**src/bfea_pkg.sv**
```systemverilog
package bfea_pkg;

   localparam int DefPoolUnits  = 4096;
   localparam int DefMaxExtents = 64;
   localparam int CntW   = 13;
   localparam int StartW = 12;
   localparam int StatW  = 3;

   localparam logic [StatW-1:0] ST_OK      = 3'd0;
   localparam logic [StatW-1:0] ST_BADCNT  = 3'd1;
   localparam logic [StatW-1:0] ST_NOFIT   = 3'd2;
   localparam logic [StatW-1:0] ST_BADREL  = 3'd3;
   localparam logic [StatW-1:0] ST_FULL    = 3'd4;

   localparam logic CMD_ACQUIRE = 1'b0;
   localparam logic CMD_RELEASE = 1'b1;

   typedef struct packed {
      logic            command;
      logic [CntW-1:0] count;
      logic [StartW-1:0] start;
   } cmd_type;

   typedef struct packed {
      logic [StatW-1:0]  status;
      logic [StartW-1:0] alloc_start;
      logic [CntW-1:0]   free_units;
   } rsp_type;

   typedef enum logic [3:0] {
      S_CLEAR, S_IDLE, S_CHECK, S_SCAN, S_SCAN_WAIT, S_DECIDE, S_SHIFT_RD,
      S_SHIFT_WR, S_WRITE, S_DONE
   } state_type;

endpackage

```
**src/bfea_front.sv**
```systemverilog
module bfea_front (
   input  logic              clock,
   input  logic              reset,
   input  logic              req_tvalid,
   output logic              req_tready,
   input  logic [31:0]       req_tdata,
   input  logic              req_tuser,
   output logic              q_valid,
   input  logic              q_ready,
   output bfea_pkg::cmd_type q_cmd
);
   import bfea_pkg::*;

   cmd_type     buf_ff [2];
   logic [1:0]  cnt_ff, cnt_in;
   logic        wp_ff, rp_ff;
   cmd_type     beat;
   logic        push, pop;

   assign beat.command = req_tuser;
   assign beat.count   = req_tdata[CntW-1:0];
   assign beat.start   = req_tdata[CntW+StartW-1:CntW];

   assign req_tready = (cnt_ff != 2'd2);
   assign push    = req_tvalid && req_tready;
   assign q_valid = (cnt_ff != 2'd0);
   assign pop     = q_valid && q_ready;
   assign q_cmd   = buf_ff[rp_ff];

   always_comb begin
      cnt_in = cnt_ff + {1'b0, push} - {1'b0, pop};
   end

   always_ff @(posedge clock) begin
      if (reset) begin
         cnt_ff <= '0;
         wp_ff  <= 1'b0;
         rp_ff  <= 1'b0;
      end else begin
         cnt_ff <= cnt_in;
         if (push) wp_ff <= ~wp_ff;
         if (pop) rp_ff <= ~rp_ff;
      end
      if (push) buf_ff[wp_ff] <= beat;
   end
endmodule

```
**src/bfea_back.sv**
```systemverilog
module bfea_back #(
   parameter int PoolUnits  = bfea_pkg::DefPoolUnits,
   parameter int MaxExtents = bfea_pkg::DefMaxExtents
) (
   input  logic                    clock,
   input  logic                    reset,
   input  logic                    csr_wr_en,
   input  logic [bfea_pkg::CntW-1:0] csr_wr_data,
   input  logic                    q_valid,
   output logic                    q_ready,
   input  bfea_pkg::cmd_type       q_cmd,
   output logic                    rsp_tvalid,
   input  logic                    rsp_tready,
   output bfea_pkg::rsp_type       rsp
);
   import bfea_pkg::*;

   localparam int IdxW = $clog2(MaxExtents);
   localparam int UsedW = $clog2(MaxExtents + 1);
   localparam int CapRaw = (PoolUnits > 8191) ? 8191 : PoolUnits;
   localparam logic [CntW-1:0] PoolCap = CapRaw[CntW-1:0];
   localparam logic [UsedW-1:0] MaxUsed = MaxExtents[UsedW-1:0];

   logic [StartW-1:0] mem_first [MaxExtents];
   logic [CntW-1:0]   mem_len   [MaxExtents];
   logic [StartW-1:0] rd_first_ff;
   logic [CntW-1:0]   rd_len_ff;

   state_type state_ff, state_in;
   logic [UsedW-1:0] used_ff, used_in;
   logic [CntW-1:0]  free_ff, free_in, pool_ff;
   logic [UsedW-1:0] idx_ff, idx_in;
   cmd_type          cmd_ff, cmd_in;
   logic             found_ff, found_in, exact_ff, exact_in;
   logic [IdxW-1:0]  best_ff, best_in;
   logic [CntW-1:0]  blen_ff, blen_in;
   logic [StartW-1:0] bfirst_ff, bfirst_in;
   logic             lval_ff, lval_in;
   logic [CntW:0]    lend_ff, lend_in;
   logic [StartW-1:0] lfirst_ff, lfirst_in;
   logic [CntW-1:0]  llen_ff, llen_in;
   logic             rval_ff, rval_in;
   logic [StartW-1:0] rfirst_ff, rfirst_in;
   logic [CntW-1:0]  rlen_ff, rlen_in;
   rsp_type          rsp_ff, rsp_in;
   logic             rv_ff, rv_in;
   logic             shift_up_ff, shift_up_in;
   logic [UsedW-1:0] stop_ff, stop_in;

   logic             rd_en, wr_en;
   logic [IdxW-1:0]  rd_addr, wr_addr;
   logic [StartW-1:0] wr_first;
   logic [CntW-1:0]  wr_len;
   logic [CntW:0]    rend, end_w;

   always_ff @(posedge clock) begin
      if (wr_en) begin
         mem_first[wr_addr] <= wr_first;
         mem_len[wr_addr]   <= wr_len;
      end
      if (rd_en) begin
         rd_first_ff <= mem_first[rd_addr];
         rd_len_ff   <= mem_len[rd_addr];
      end
   end

   assign rsp        = rsp_ff;
   assign rsp_tvalid = rv_ff;
   assign rend  = {2'b00, rd_first_ff} + {1'b0, rd_len_ff};
   assign end_w = {2'b00, cmd_ff.start} + {1'b0, cmd_ff.count};

   always_comb begin
      logic [CntW-1:0] cnt;
      state_in = state_ff; used_in = used_ff; free_in = free_ff; idx_in = idx_ff;
      cmd_in = cmd_ff; found_in = found_ff; exact_in = exact_ff; best_in = best_ff;
      blen_in = blen_ff; bfirst_in = bfirst_ff; lval_in = lval_ff; lend_in = lend_ff;
      lfirst_in = lfirst_ff; llen_in = llen_ff; rval_in = rval_ff;
      rfirst_in = rfirst_ff; rlen_in = rlen_ff; rsp_in = rsp_ff; rv_in = rv_ff;
      shift_up_in = shift_up_ff; stop_in = stop_ff;
      rd_en = 1'b0; rd_addr = idx_ff[IdxW-1:0];
      wr_en = 1'b0; wr_addr = idx_ff[IdxW-1:0]; wr_first = '0; wr_len = '0;
      q_ready = 1'b0;
      cnt = cmd_ff.count;
      if (rv_ff && rsp_tready) rv_in = 1'b0;

      case (state_ff)
         S_CLEAR: begin
            wr_en = 1'b1; wr_addr = '0; wr_first = '0; wr_len = pool_ff;
            used_in = {{(UsedW-1){1'b0}}, 1'b1}; free_in = pool_ff;
            state_in = S_IDLE;
         end
         S_IDLE: begin
            if (!rv_ff) begin
               q_ready = 1'b1;
               if (q_valid) begin
                  cmd_in = q_cmd; idx_in = '0; found_in = 1'b0; exact_in = 1'b0;
                  lval_in = 1'b0; rval_in = 1'b0; state_in = S_CHECK;
               end
            end
         end
         S_CHECK: begin
            if (cmd_ff.command == CMD_ACQUIRE) begin
               if (cnt == '0 || cnt > free_ff) begin
                  rsp_in = '{ST_BADCNT, '0, free_ff}; rv_in = 1'b1; state_in = S_IDLE;
               end else begin
                  state_in = S_SCAN;
               end
            end else if (cnt == '0 || end_w > {1'b0, pool_ff}) begin
               rsp_in = '{ST_BADREL, '0, free_ff}; rv_in = 1'b1; state_in = S_IDLE;
            end else begin
               state_in = S_SCAN;
            end
         end
         S_SCAN: begin
            if (idx_ff >= used_ff) begin
               state_in = S_DECIDE;
            end else begin
               rd_en = 1'b1; state_in = S_SCAN_WAIT;
            end
         end
         S_SCAN_WAIT: begin
            idx_in = idx_ff + 1'b1;
            state_in = S_SCAN;
            if (cmd_ff.command == CMD_ACQUIRE) begin
               if (rd_len_ff == cnt) begin
                  found_in = 1'b1; exact_in = 1'b1; best_in = idx_ff[IdxW-1:0];
                  blen_in = rd_len_ff; bfirst_in = rd_first_ff; state_in = S_DECIDE;
               end else if (rd_len_ff > cnt && (!found_ff || rd_len_ff < blen_ff)) begin
                  found_in = 1'b1; best_in = idx_ff[IdxW-1:0];
                  blen_in = rd_len_ff; bfirst_in = rd_first_ff;
               end
            end else if (rd_first_ff < cmd_ff.start) begin
               lval_in = 1'b1; lend_in = rend; lfirst_in = rd_first_ff; llen_in = rd_len_ff;
            end else begin
               rval_in = 1'b1; rfirst_in = rd_first_ff; rlen_in = rd_len_ff;
               state_in = S_DECIDE;
            end
         end
         S_DECIDE: begin
            if (cmd_ff.command == CMD_ACQUIRE) begin
               if (!found_ff) begin
                  rsp_in = '{ST_NOFIT, '0, free_ff}; rv_in = 1'b1; state_in = S_IDLE;
               end else begin
                  free_in = free_ff - cnt;
                  rsp_in = '{ST_OK, bfirst_ff, free_ff - cnt};
                  if (exact_ff) begin
                     shift_up_in = 1'b0; idx_in = {1'b0, best_ff} + 1'b1;
                     stop_in = used_ff; used_in = used_ff - 1'b1; state_in = S_SHIFT_RD;
                  end else begin
                     wr_en = 1'b1; wr_addr = best_ff;
                     wr_first = bfirst_ff + cnt[StartW-1:0]; wr_len = blen_ff - cnt;
                     rv_in = 1'b1; state_in = S_IDLE;
                  end
               end
            end else begin
               // p is idx_ff - 1 when a right neighbor stopped the scan, else idx_ff.
               if ((lval_ff && lend_ff > {2'b00, cmd_ff.start}) ||
                   (rval_ff && {2'b00, rfirst_ff} < end_w)) begin
                  rsp_in = '{ST_BADREL, '0, free_ff}; rv_in = 1'b1; state_in = S_IDLE;
               end else if (lval_ff && lend_ff == {2'b00, cmd_ff.start}) begin
                  free_in = free_ff + cnt;
                  rsp_in = '{ST_OK, '0, free_ff + cnt};
                  wr_en = 1'b1;
                  wr_addr = rval_ff ? idx_ff[IdxW-1:0] - IdxW'(2) :
                                      idx_ff[IdxW-1:0] - IdxW'(1);
                  wr_first = lfirst_ff;
                  if (rval_ff && {2'b00, rfirst_ff} == end_w) begin
                     wr_len = llen_ff + cnt + rlen_ff;
                     shift_up_in = 1'b0; stop_in = used_ff; used_in = used_ff - 1'b1;
                     state_in = S_SHIFT_RD;
                  end else begin
                     wr_len = llen_ff + cnt;
                     rv_in = 1'b1; state_in = S_IDLE;
                  end
               end else if (rval_ff && {2'b00, rfirst_ff} == end_w) begin
                  free_in = free_ff + cnt;
                  rsp_in = '{ST_OK, '0, free_ff + cnt};
                  wr_en = 1'b1; wr_addr = idx_ff[IdxW-1:0] - IdxW'(1);
                  wr_first = cmd_ff.start; wr_len = rlen_ff + cnt;
                  rv_in = 1'b1; state_in = S_IDLE;
               end else if (used_ff >= MaxUsed) begin
                  rsp_in = '{ST_FULL, '0, free_ff}; rv_in = 1'b1; state_in = S_IDLE;
               end else begin
                  free_in = free_ff + cnt;
                  rsp_in = '{ST_OK, '0, free_ff + cnt};
                  shift_up_in = 1'b1;
                  stop_in = rval_ff ? idx_ff - 1'b1 : idx_ff;
                  idx_in = used_ff; used_in = used_ff + 1'b1;
                  state_in = (idx_in == stop_in) ? S_WRITE : S_SHIFT_RD;
                  if (rval_ff) state_in = (used_ff == idx_ff - 1'b1) ? S_WRITE : S_SHIFT_RD;
               end
            end
         end
         S_SHIFT_RD: begin
            if (!shift_up_ff && idx_ff >= stop_ff) begin
               rv_in = 1'b1; state_in = S_IDLE;
            end else begin
               rd_en = 1'b1;
               rd_addr = shift_up_ff ? idx_ff[IdxW-1:0] - IdxW'(1) : idx_ff[IdxW-1:0];
               state_in = S_SHIFT_WR;
            end
         end
         S_SHIFT_WR: begin
            wr_en = 1'b1; wr_first = rd_first_ff; wr_len = rd_len_ff;
            if (shift_up_ff) begin
               wr_addr = idx_ff[IdxW-1:0];
               idx_in = idx_ff - 1'b1;
               state_in = (idx_in == stop_ff) ? S_WRITE : S_SHIFT_RD;
            end else begin
               wr_addr = idx_ff[IdxW-1:0] - IdxW'(1);
               idx_in = idx_ff + 1'b1;
               state_in = S_SHIFT_RD;
            end
         end
         S_WRITE: begin
            wr_en = 1'b1; wr_addr = stop_ff[IdxW-1:0];
            wr_first = cmd_ff.start; wr_len = cnt;
            rv_in = 1'b1; state_in = S_IDLE;
         end
         S_DONE: begin
            state_in = S_IDLE;
         end
         default: state_in = S_IDLE;
      endcase
      if (csr_wr_en) begin
         state_in = S_CLEAR;
      end
   end

   always_ff @(posedge clock) begin
      if (reset) begin
         state_ff <= S_CLEAR;
         pool_ff  <= PoolCap;
         used_ff  <= '0;
         free_ff  <= '0;
         rv_ff    <= 1'b0;
      end else begin
         state_ff <= state_in;
         used_ff  <= used_in;
         free_ff  <= free_in;
         rv_ff    <= rv_in;
         if (csr_wr_en) pool_ff <= (csr_wr_data == '0) ? {{(CntW-1){1'b0}}, 1'b1} :
            ((csr_wr_data > PoolCap) ? PoolCap : csr_wr_data);
      end
      idx_ff <= idx_in; cmd_ff <= cmd_in; found_ff <= found_in; exact_ff <= exact_in;
      best_ff <= best_in; blen_ff <= blen_in; bfirst_ff <= bfirst_in;
      lval_ff <= lval_in; lend_ff <= lend_in; lfirst_ff <= lfirst_in; llen_ff <= llen_in;
      rval_ff <= rval_in; rfirst_ff <= rfirst_in; rlen_ff <= rlen_in;
      rsp_ff <= rsp_in; shift_up_ff <= shift_up_in; stop_ff <= stop_in;
   end
endmodule

```
**src/best_fit_extent_allocator.sv**
```systemverilog
// Best-fit allocator over a pool of units kept as an address-ordered table of free
// extents in a single-port memory. Each beat carries an acquire or a release and
// yields one response beat with a status, the granted start and the free total.
// Scanning reads each table entry in turn (S_SCAN, S_SCAN_WAIT) and a shift moves
// each entry by a read and a write (S_SHIFT_RD, S_SHIFT_WR); the back end starts
// the next beat only once the response beat is taken, and a pool size write
// restarts the table through S_CLEAR. A two-beat queue decouples the request side.
module best_fit_extent_allocator #(
   parameter int PoolUnits  = bfea_pkg::DefPoolUnits,
   parameter int MaxExtents = bfea_pkg::DefMaxExtents
) (
   input  logic        clock,
   input  logic        reset,
   input  logic        csr_wr_en,
   input  logic [12:0] csr_wr_data,
   input  logic        req_tvalid,
   output logic        req_tready,
   input  logic [31:0] req_tdata,   // req_count, req_start
   input  logic        req_tuser,   // command
   output logic        rsp_tvalid,
   input  logic        rsp_tready,
   output logic [31:0] rsp_tdata    // status, alloc_start, free_units
);
   import bfea_pkg::*;

   logic    q_valid, q_ready;
   cmd_type q_cmd;
   rsp_type rsp;

   bfea_front u_front (
      .clock, .reset, .req_tvalid, .req_tready, .req_tdata, .req_tuser,
      .q_valid, .q_ready, .q_cmd
   );

   bfea_back #(.PoolUnits(PoolUnits), .MaxExtents(MaxExtents)) u_back (
      .clock, .reset, .csr_wr_en, .csr_wr_data, .q_valid, .q_ready, .q_cmd,
      .rsp_tvalid, .rsp_tready, .rsp
   );

   assign rsp_tdata = {4'd0, rsp.free_units, rsp.alloc_start, rsp.status};
endmodule

```
**config.mk**
```make
export PLATFORM = sky130hd
export DESIGN_NAME = best_fit_extent_allocator
export DESIGN_NICKNAME = d
export VERILOG_FILES = /design/src/bfea_pkg.sv /design/src/bfea_front.sv /design/src/bfea_back.sv /design/src/best_fit_extent_allocator.sv
export SDC_FILE = /design/constraint.sdc
export NUM_CORES = 2
export LEC_CHECK = 0
export BUFFER_PORTS_ARGS = -buffer_cell sky130_fd_sc_hd__buf_2
export CAP_MARGIN = 20
export CORE_AREA = 4 4 432 434
export CTS_BUF_LIST = sky130_fd_sc_hd__clkbuf_4 sky130_fd_sc_hd__clkbuf_8 sky130_fd_sc_hd__clkbuf_16
export DETAILED_ROUTE_END_ITERATION = 12
export DIE_AREA = 0 0 436 438
export PLACE_DENSITY = 0.62
export SYNTH_ARGS = -nofsm -noshare
export SYNTH_HDL_FRONTEND = slang
export SYNTH_SLANG_ARGS = --single-unit
```
**constraint.sdc**
```tcl
create_clock -name clock -period 24.4 [get_ports clock]
set_input_delay 0 -clock clock [delete_from_list [all_inputs] [get_ports clock]]
set_output_delay 0 -clock clock [all_outputs]
set_load 0.03 [all_outputs]
```
## Word level (Yosys, flattened, before mapping)

Memory sizes are Yosys's and may differ from the RTL's. A register that Yosys moved wholly into a read port is not among the register bits.
Index checks and enable logic that the tools add are counted.

| cells by class | value |
|---|---|
| muxes and demuxes | 158 |
| bitwise gates (word level) | 5 |
| equal/unequal tests | 39 |
| $add $sub $neg | 18 |
| $lt $le $gt $ge | 11 |
| reduce and logical (&&, ||, !) cells | 42 |

Operators by type and width:

| operator | count |
|---|---|
| two-way mux 28 bit | 8 |
| two-way mux 13 bit | 17 |
| two-way mux 7 bit | 27 |
| two-way mux 12 bit | 8 |
| two-way mux 6 bit | 13 |
| two-way mux 4 bit | 15 |
| one-hot mux 28 bit (2 select lines) | 1 |
| adder 13 bit | 4 |
| one-hot mux 13 bit (4 select lines) | 1 |
| two-way mux 1 bit | 47 |
| one-hot mux 12 bit (3 select lines) | 1 |
| adder 12 x 13 -> 14 bit | 2 |
| one-hot mux 4 bit (7 select lines) | 1 |
| one-hot mux 7 bit (4 select lines) | 1 |
| two-way mux 27 bit | 1 |
| greater-than comparator 13 bit | 2 |
| logical NOT 13 bit | 2 |
| one-hot mux 13 bit (2 select lines) | 1 |
| subtractor 13 bit | 2 |
| inequality test 3 bit, second input constant | 8 |
| one-hot mux 6 bit (4 select lines) | 1 |
| equality test 7 bit | 3 |
| AND reduction 5 bit | 4 |
| equality test 4 x 3 -> 1 bit, second input constant | 4 |
| 46 further kinds | 99 |

| word-level totals | value |
|---|---|
| logic and storage cells | 302 |
| bits in registers | 184 |
| bits of input ports | 51 |
| output and inout bits | 34 |
| memory bits (writable) | 1,652 |
| memories | 3 |

Memories:

| name | depth | width | rd ports | clocked after Yosys merged registers in | write ports | line | text |
|---|---|---|---|---|---|---|---|
| u_back.mem_len | 64 | 13 | 1 | 1 | 1 | bfea_back.sv:25 | `logic [CntW-1:0] mem_len [MaxExtents];` |
| u_back.mem_first | 64 | 12 | 1 | 1 | 1 | bfea_back.sv:24 | `logic [StartW-1:0] mem_first [MaxExtents];` |
| u_front.buf_ff | 2 | 26 | 1 | 1 | 1 | bfea_front.sv:14 | `cmd_type buf_ff [2];` |

## Depth between registers and ports, before layout

| depth | value |
|---|---|
| depth in word-level cells | 11 |
| mapped depth | 24 |
| depth with buffers taken out | 23 |

## By module

Synthesis repeated with hierarchy kept, for this count alone.

| unflattened totals | value |
|---|---|
| cells, all modules | 4,759 |
| area, all modules | 81,923.6 um2 |

By module, submodules not included:

| module | sequential area each (um2) | cells an instance | times used | area an instance (um2) |
|---|---|---|---|---|
| bfea_back | 54,602.4 | 4,649 | 1 | 79,688.9 |
| bfea_front | 1,661.6 | 105 | 1 | 2,200.9 |
| best_fit_extent_allocator | 0.0 | 5 | 1 | 33.8 |

## Worst setup path before layout

OpenSTA, ideal clock, no wires.

| path | value |
|---|---|
| kind | register to register |
| start | reg u_back.cmd_ff[13] (netlist name) |
| end | mem u_back.mem_len[0][1] (data pin) |
| required time | 23.680 ns |
| arrival time | 6.977 ns |
| slack | 16.703 ns |
| cell stages (with the launch flop) | 22 |
| clock period less this slack | 7.697 ns |
| path buffers | 1 |
| setup time | 0.720 ns |
| path through | edfxtp_1 -> inv_1 -> fa_1 -> and2b_1 -> o21ai_1 -> a21oi_1 -> a21oi_1 -> nor2b_1 -> o21ai_0 -> nand2b_1 -> xor2_1 -> inv_1 -> ha_1 -> nand4_1 -> nor4_2 -> inv_1 -> a211oi_2 -> clkbuf_1 -> nor2_1 -> a21oi_1 -> a221oi_1 -> o31ai_1 |

| between the ends | value |
|---|---|
| word-level cells in the longest chain between the ends | 8 |
| elaborated cells between the ends (all ways) | 18 |
| classes of those cells | add/sub (5); order compare (1); eq/ne (1); mux (8); reduce/logical (3) |

Ends and longest elaborated chain:

| what | line | text |
|---|---|---|
| start: declaration | bfea_back.sv:33 | `cmd_type cmd_ff, cmd_in;` |
| start signal: assignment | bfea_back.sv:245 | `idx_ff <= idx_in; cmd_ff <= cmd_in; found_ff <= found_in; exact_ff <= exact_in;` |
| branches (longest 7 deep; another with adder 13 bit) | - |  |
| one-hot mux 13 bit (4 select lines) * | bfea_back.sv:86 | `case (state_ff)` |
| via u_back.wr_len[1] | bfea_back.sv:53 | `logic [CntW-1:0] wr_len;` |
| end: declaration | bfea_back.sv:25 |  |

Mark *: on every way through the listed nets, which the timed path passes.

## Worst setup path after layout

| path | value |
|---|---|
| start | reg u_back.cmd_ff[12] (netlist name) |
| end | mem u_back.mem_first[51][11], enable pin |

| between the ends | value |
|---|---|
| word-level cells in the longest chain between the ends | 10 |
| elaborated cells between the ends (all ways) | 18 |
| classes of those cells | add/sub (1); order compare (1); eq/ne (1); mux (12); reduce/logical (3) |

Ends and longest elaborated chain:

| what | line | text |
|---|---|---|
| adder 12 x 13 -> 14 bit * | bfea_back.sv:70 | `assign end_w = {2'b00, cmd_ff.start} + {1'b0, cmd_ff.count};` |
| branches (longest 9 deep; another with < comparator 12 x 14 -> 1 bit) | - |  |
| end: declaration | bfea_back.sv:24 |  |

Mark *: on every way between the ends.

==> metrics.yaml <==
grt.total_usage_pct: 22.4
totalWireLength_mm: 216
netlist_area_mm2: 0.0818
holdCritStartpoint: "req_tvalid"
synthMuxAreaShare_pct: 12.7
cts_tree: "built"
coreArea_mm2: 0.183
synth_top_flop_cell: "edfxtp_1"
tightestPinTransition_ns: 1.24
r2r-end: "u_back.mem_first[51][11]"
synth_area_per_cell_um2: 16.7
synth_compound_area_share_pct: 5.43
grt_start_max_net_pins: 130
num-fill-cells: 14856
tns_ns: 0
synth-xor-area-share_pct: 1.61
final_antenna_net_count: 0
hold-path-endpoint: "u_front.cnt_ff[0]"
clock_sinks: 1887
ctsHtreeMaxLevel: 4
io_pins: 85
irDropWorstVdd_uv: 67.1
wl_per_cell_um: 27.9
layout_commonest_cell: "edfxtp_1"
cp.arrival_ns: 8.56
synthAdderAreaFrac_pct: 3.39
worstSetupPathType: "register to register"
fp.dieH_um: 438
grt_pass1_wl_mm: 314
required_ns: 24.87
start_util_pct: 44.8
syn2layout_area_growth_pct: 13.6
timing.slew.headroom_pct: 16.7
synth_edf_count: 1845
route.detailed.drc: 0
drive_above_1_share_pct: 20.7
grt_pass1_vias: 45669
synth_simple_gate_area_share_pct: 6.11
cts_resized: 0
whs_path_depth: 6
max_freq_ghz: 0.124
antenna_found_initial: 7
grt-ovfl-total: 0
hold_violations: 0
post_cts_buffers: 0
cts_buffers: 191
power.leakage_uw: 0.0300
ys_ff_latch: 1887
clock_skew_ns: 0.0654
postCtsHoldBufs: 101
dr.pass1.iters: 8
end_kind: "register"
cts-root-buf: "clkbuf_16"
drtIter0Drc: 5000
clock_latency_ns: 0.84
vias_per_cell: 5.93
reg2regPathDepth: 24
pre_cts_ws_ns: 16.40
slew_violations: 0
synth_top_family_by_area: "multiplexers"
async_reset_ff_share_pct: 0
ys_seq_area_share_pct: 68.8
nets: 5446
hp-class: "primary input to register"
r2r_start: "u_back.cmd_ff[12]"
maxCapViolCount: 0
rsz0062_at_grt: "false"
power.density_mw_per_mm2: 80.7
mostFrequentLayoutCells: "1,845 x edfxtp_1, 481 x nand2_1, 399 x mux4_2, 207 x ha_1, 192 x clkbuf_16"
gp_congestion: 0.928
dieWidth_um: 436
clk_pin_slew_ns: 0.06
run_status: "finished clean"
post-route-worst-setup-slack_ns: 16.31
fin_crit_sh_pct: 33.2
port_buffers: 73
yosysUniqueCellTypes: 97
syn_inst: 4908
fin_crit_ns: 8.09
ys_warn_count: 0
dp_hpwl_mm: 127
crit_fanout: 14
r2r_setup_slack_ns: 16.31
report.final.setup_viol: 0
fp-row-count: 157
cts_max_path_buffers: 3
die_area_mm2: 0.191
worst_setup_path_start_kind: "register"
vias: 45801
cell families (layout without fill, tap and decap cells):
logic type,after synthesis,after routing
xor gates and xnor gates,150,150
AOI/OAI and AO/OA,648,648
DFF,1887,1887
adders and majority gates,216,216
buffers and inverters,392,820
and+or+nand+nor,1079,1079
muxes,535,535
other,1,7
layer usage:
metal	share of wire, %	track usage (%)	routed length [um]
met5	0	0	0
met4	3.8	8.08	8250
met3	6.9	3.67	14800
met2	49	37.4	106000
met1	40	29.8	86800
cell usage after synthesis, types with 47 or more instances:
master / count / area, um^2
clkbuf_1: 119 / 447
nand3_1: 134 / 671
nand2_1: 491 / 1840
nor3_1: 47 / 235
mux2i_1: 106 / 1060
mux4_2: 399 / 8990
xnor2_1: 101 / 885
xor2_1: 49 / 429
o21ai_0: 151 / 756
buf_2: 87 / 435
inv_1: 136 / 510
ha_1: 207 / 2590
edfxtp_1: 1845 / 55400
nor2_1: 172 / 646
a21oi_1: 140 / 701
power breakdown:
group | internal (uW) | total [uW] | switching (uW)
logic | 361 | 975 | 613
registers | 3600 | 3640 | 39.3
clock network | 1640 | 2880 | 1250
cell type report:
type / count / area (um^2) / share of cell area, %
clock inverters: 117 / 1100 / 1.18
multi-input cells: 2632 / 24200 / 26.1
inverters: 141 / 529 / 0.570
well taps: 2385 / 2980 / 3.21
diodes: 3 / 7.51 / 0.00808
clock buffers: 236 / 5150 / 5.54
repair buffers: 326 / 2650 / 2.85
flip-flops and latches: 1887 / 56200 / 60.5
worst max path at each step:
stage,start,cells after the start,slack (ns),to
2_1_floorplan,u_back.cmd_ff[13],21,16.70,u_back.mem_len[0][1]
3_3_place_gp,u_back.cmd_ff[12],24,16.43,u_back.mem_len[51][6]
3_5_place_dp,u_back.cmd_ff[12],24,16.40,u_back.mem_len[51][6]
4_1_cts,u_back.cmd_ff[12],24,16.36,u_back.mem_first[51][11]
5_1_grt,u_back.cmd_ff[12],24,15.89,u_back.mem_first[51][9]
6_report,u_back.cmd_ff[12],24,16.31,u_back.mem_first[51][11]
stage by stage:
stage,hold WS [ns],cells,instance area [um^2],power (uW),utilization (%)
after floorplan,0.0989,4911,81800,4340,-
after global placement,0.188,7267,85600,4660,46.8
after detailed placement,0.191,7267,85600,4670,46.8
after CTS,0.201,7721,92800,7550,50.8
after global routing,0.297,7725,92900,7780,50.8
final,0.241,7727,92900,7500,50.8
flip-flops by register name, summed over array words and instances, names as in the netlist, 14 cells and up:
| name | count |
|---|---|
| u_back.cmd_ff | 26 |
| u_back.lend_ff | 14 |
| u_back.mem_first | 768 |
| u_back.mem_len | 832 |
| u_back.rsp | 28 |
| u_front.buf_ff | 52 |
critical path, stage by stage, from the launching register on:
cell and delay, ns:
edfxtp_1 0.76, ha_1 0.32, inv_1 0.06, fa_1 0.40, and2b_1 0.24, o21ai_1 0.11
a21oi_1 0.18, a21oi_1 0.13, nor2b_1 0.12, o21ai_0 0.07, nand2b_1 0.09, xor2_1 0.29
inv_1 0.08, ha_1 0.30, nand4_1 0.14, nor4_2 0.54, inv_1 0.23, a211oi_2 0.19
buf_4 0.32, nor2_1 0.20, o311a_1 0.38, nor3_2 0.54, nand4_2 0.70, nor2_2 0.93
buf_4 0.39
(Power assumes the default switching activity.)
